**config.mk**
```make
export PLATFORM = sky130hd
export DESIGN_NAME = iqs_queue
export DESIGN_NICKNAME = d
export VERILOG_FILES = /design/src/hw/rtl/iqs_queue.sv
export SDC_FILE = /design/constraint.sdc
export NUM_CORES = 1
export LEC_CHECK = 0
export BUFFER_PORTS_ARGS = -buffer_cell sky130_fd_sc_hd__buf_2
export CORE_ASPECT_RATIO = 1.25
export CORE_MARGIN = 2
export CORE_UTILIZATION = 30
export CTS_CLUSTER_SIZE = 25
export DETAILED_ROUTE_END_ITERATION = 6
export PLACE_DENSITY = 0.59
export SYNTH_ARGS = -nofsm -noshare
export SYNTH_HDL_FRONTEND = slang
export SYNTH_SLANG_ARGS = --single-unit
```
**constraint.sdc**
```tcl
create_clock -name clk -period 2.4 [get_ports clk]
set_clock_uncertainty 0.15 [all_clocks]
set_input_delay 0.24 -clock clk [delete_from_list [all_inputs] [get_ports clk]]
set_output_delay 0.24 -clock clk [all_outputs]
set_load 0.02 [all_outputs]
```
**src/hw/rtl/iqs_queue.sv**
```systemverilog
// Two-entry queue between front end and report engine.
module iqs_queue #(
  parameter int W = 8
) (
  input  logic         clk,
  input  logic         rst,
  input  logic         push_valid,
  output logic         push_ready,
  input  logic [W-1:0] push_data,
  output logic         pop_valid,
  input  logic         pop_ready,
  output logic [W-1:0] pop_data
);

  logic [W-1:0] mem [2];
  logic         wp;
  logic         rp;
  logic [1:0]   fill;
  logic         do_push;
  logic         do_pop;

  assign push_ready = (fill != 2'd2);
  assign pop_valid  = (fill != 2'd0);
  assign pop_data   = mem[rp];
  assign do_push    = push_valid && push_ready;
  assign do_pop     = pop_valid && pop_ready;

  always_ff @(posedge clk) begin
    if (do_push) mem[wp] <= push_data;
  end

  always_ff @(posedge clk) begin
    if (rst) begin
      wp   <= 1'b0;
      rp   <= 1'b0;
      fill <= 2'd0;
    end else begin
      if (do_push) wp <= ~wp;
      if (do_pop) rp <= ~rp;
      if (do_push && !do_pop) fill <= fill + 2'd1;
      else if (do_pop && !do_push) fill <= fill - 2'd1;
    end
  end

endmodule

```
==> key figures <==
Synth
  • Synth Area in Simple Gates: between 6 and 7%
  • Number of synthesized register bits: 21
  • Post-synth top flop: edfxtp_1
  • Adder-Cell Fraction of Synth Area: under 10%
  • Async S/R FF share, synth: 0%
  • Share of synthesized area spent on multiplexers: a little under an eighth
  • Count of distinct cell types in the synthesized netlist: 17
  • Synth warn: 0
  • Nets in the synthesized netlist: 62
  • Cell area after synthesis: 798.3 µm²
  • Synth Area in Compound Gates: roughly 3.8%
  • Part of the Yosys area used for sequential elements: slightly above 70%
  • Syn Inst Count: between 40 and 50
  • Post-synthesis average cell area: between 15 and 20 µm²
  • Combinational family with the most area after synthesis: multiplexers
  • Number of enable-type register cells in the synthesized netlist: 16
  • Post-Synth XOR/XNOR Area: 3.292%

Min path
  • Beginning of the worst hold path: push_valid
  • Hold WC Path Type: input pin to register

Clock tree
  • Number of gates given a new drive strength after cts: 0
  • Hold buffer count at cts: 8
  • CTS tree: done
  • Clock tree root buffer cell: clkbuf_4
  • Clock Tree Buf Depth: 2
  • Clock net sink count: 21
  • Level count of the clock H-tree: 1
  • Setup bufs post-CTS: 0
  • CTS Buf Count: 3
  • Clock network latency to the later pin of the worst-skew pair: around 290 ps
  • Clock transition at the registers of the reported paths: between 100 and 150 ps

Floorplanning
  • Starting Density: about a third
  • Die Span Y: a little over 60 µm
  • Full die area: between 3000 and 4000 µm²
  • Floorplan Core Area: between 2000 and 2500 µm²
  • Number of I/O pins: 22
  • Die X: approximately 50 µm
  • Total number of placement rows: 20

Global route
  • Pin count of the biggest net entering global routing: 13
  • Wire length of the first global-routing pass: ~2.0 mm
  • Global router's overall resource usage: 9.191%
  • Congestion Overflow GR: 0
  • Via count of the first global-routing pass: 462
  • Number of antenna violations at the first check in global routing: 0

Critical path
  • Launch point of the critical path: fill[0]$_SDFFE_PP0P_
  • Kind of launch point of the worst setup path: register
  • CP Capture Type: register
  • Worst Path Required: 2490 ps
  • R2r startpoint: fill[0]$_SDFFE_PP0P_
  • Internal reg-to-reg setup slack: ~590 ps
  • Startpoint-to-endpoint class of the critical path: register to register
  • Arrival time worst endpoint: between 1500 and 2000 ps
  • Highest net fanout along the worst path: 5

Place
  • PortBufs: 21
  • Pre-CTS setup slack: 627.1 ps
  • Placer's final routability congestion estimate: a little under 0.7
  • Post-DP HPWL: 874.5 µm

Pwr
  • P per Cell Area: about 950 nW/µm²
  • Worst voltage drop across the vdd grid: approximately 0.60 mV
  • Leak Pwr: between 0.4 and 0.5 nW

Flow run
  • Max-capacitance violation count: 0

Route
  • DRC violations left: 0
  • Post-DR wirelength/cell: between 10 and 15 µm
  • Drt first pass iters: 4
  • Vias per cell: around 4.3
  • Remaining antenna violation count after routing: 0
  • Vias: 489
  • Detailed-route wire length: roughly 1.2 mm
  • Iter 0 DRT Violations: 6

Timing
  • Worst Max-Slew Pin Slew: between 300 and 400 ps
  • Number of hold-slack violations in the final timing report: 0
  • FMAX: 552.9 MHz
  • Number of setup violations in the final report: 0
  • Accumulated negative setup slack: 0 ps
  • Final setup slack of the worst path: between 500 and 600 ps
  • Crit share post-route: between 70% and 80%
  • Slew margin rel.: between 70% and 80%
  • Number of max-slew violations in the final report: 0
  • Minimum clock period: roughly 1800 ps
  • Unrepaired setup endpoints after global routing: false

Cells and area
  • Commonest cells after routing, fill and taps aside: buf_2, edfxtp_1, dlygate4sd3_1
  • Commonest non-fill, non-tap cell in the layout: buf_2
  • Layout net count: between 90 and 100
  • Fraction of final layout cells sized beyond drive strength 1: a little over two fifths
  • Layout Area Growth over Synthesis: 32.44%
  • Diode count: 0

Status
  • Result of the run: finished, final reports clean
-- kinds of logic (layout without fill, tap and decap cells) --
kind of cell             after synthesis  count (layout)
AND/OR/NAND/NOR                        9               9
multiplexers                           8               8
XOR/XNOR                               3               3
flip-flops                            21              21
AO/OA/AOI/OAI                          5               5
adder cells (fa/ha/maj)                1               1
buffers and inverters                  2              35
-- routing by layer --
layer	routed length, µm	GRT usage, %	vias to the layer above
li1	-	-	246
met1	562	11.42	223
met2	566	14.47	18
met3	79	2.184	2
met4	10	5.952	0
met5	0	0	-
-- Yosys cell counts (2+ instances only) --
cell / instances / area share [%]
edfxtp_1: 16 / 60
xor2_1: 3 / 3.3
o21ai_0: 2 / 1.3
a21oi_1: 2 / 1.3
dfxtp_1: 5 / 13
nor2_1: 3 / 1.4
mux2_2: 8 / 11
-- layout make-up --
type | instances | area [µm²]
fillers | 235 | 1420
flip-flops and latches | 21 | 580.6
clock inverters | 1 | 5.005
repair buffers | 30 | 195.2
well taps | 33 | 41.29
inverters | 1 | 3.754
multi-input cells | 26 | 209.0
clock buffers | 3 | 22.52
-- state kept, by name, summed over array words and instances (netlist names), named ones only --
register,cells
wp,1
fill,2
mem,16
rp,1
-- worst max-delay path, stage by stage (launching register included) --
cell and delay, ps:
dfxtp_1 370, nand2b_1 220, and2_1 180, ha_1 330
or3_1 360, a21oi_1 140
-- final timing paths --
path                     endpoint  cells past startpoint
max          fill[1]$_SDFFE_PP0P_                      5
max reg2reg  fill[1]$_SDFFE_PP0P_                      5
min               wp$_SDFFE_PP0P_                      3
min reg2reg              register                      2
-- report_power, final --
group	total (W)	switching, W	internal, W
clock network	0.000161	0.0000994	0.0000620
registers	0.000507	0.0000461	0.000461
logic	0.000339	0.000185	0.000154
-- metrics by stage --
stage	total power [W]	cells	hold WS, ps	util (%)	instance area, µm²
after floorplan	0.0007490	49	159.1	-	798.3
after global placement	0.0008344	102	280.0	37.93	939.7
after detailed placement	0.0008471	102	284.0	37.93	939.7
after CTS	0.001019	114	6.825	42.27	1047
after global routing	0.001076	115	121.3	42.68	1057
final	0.001007	115	118.4	42.68	1057
Note: power is estimated with default switching activity, not from simulation.
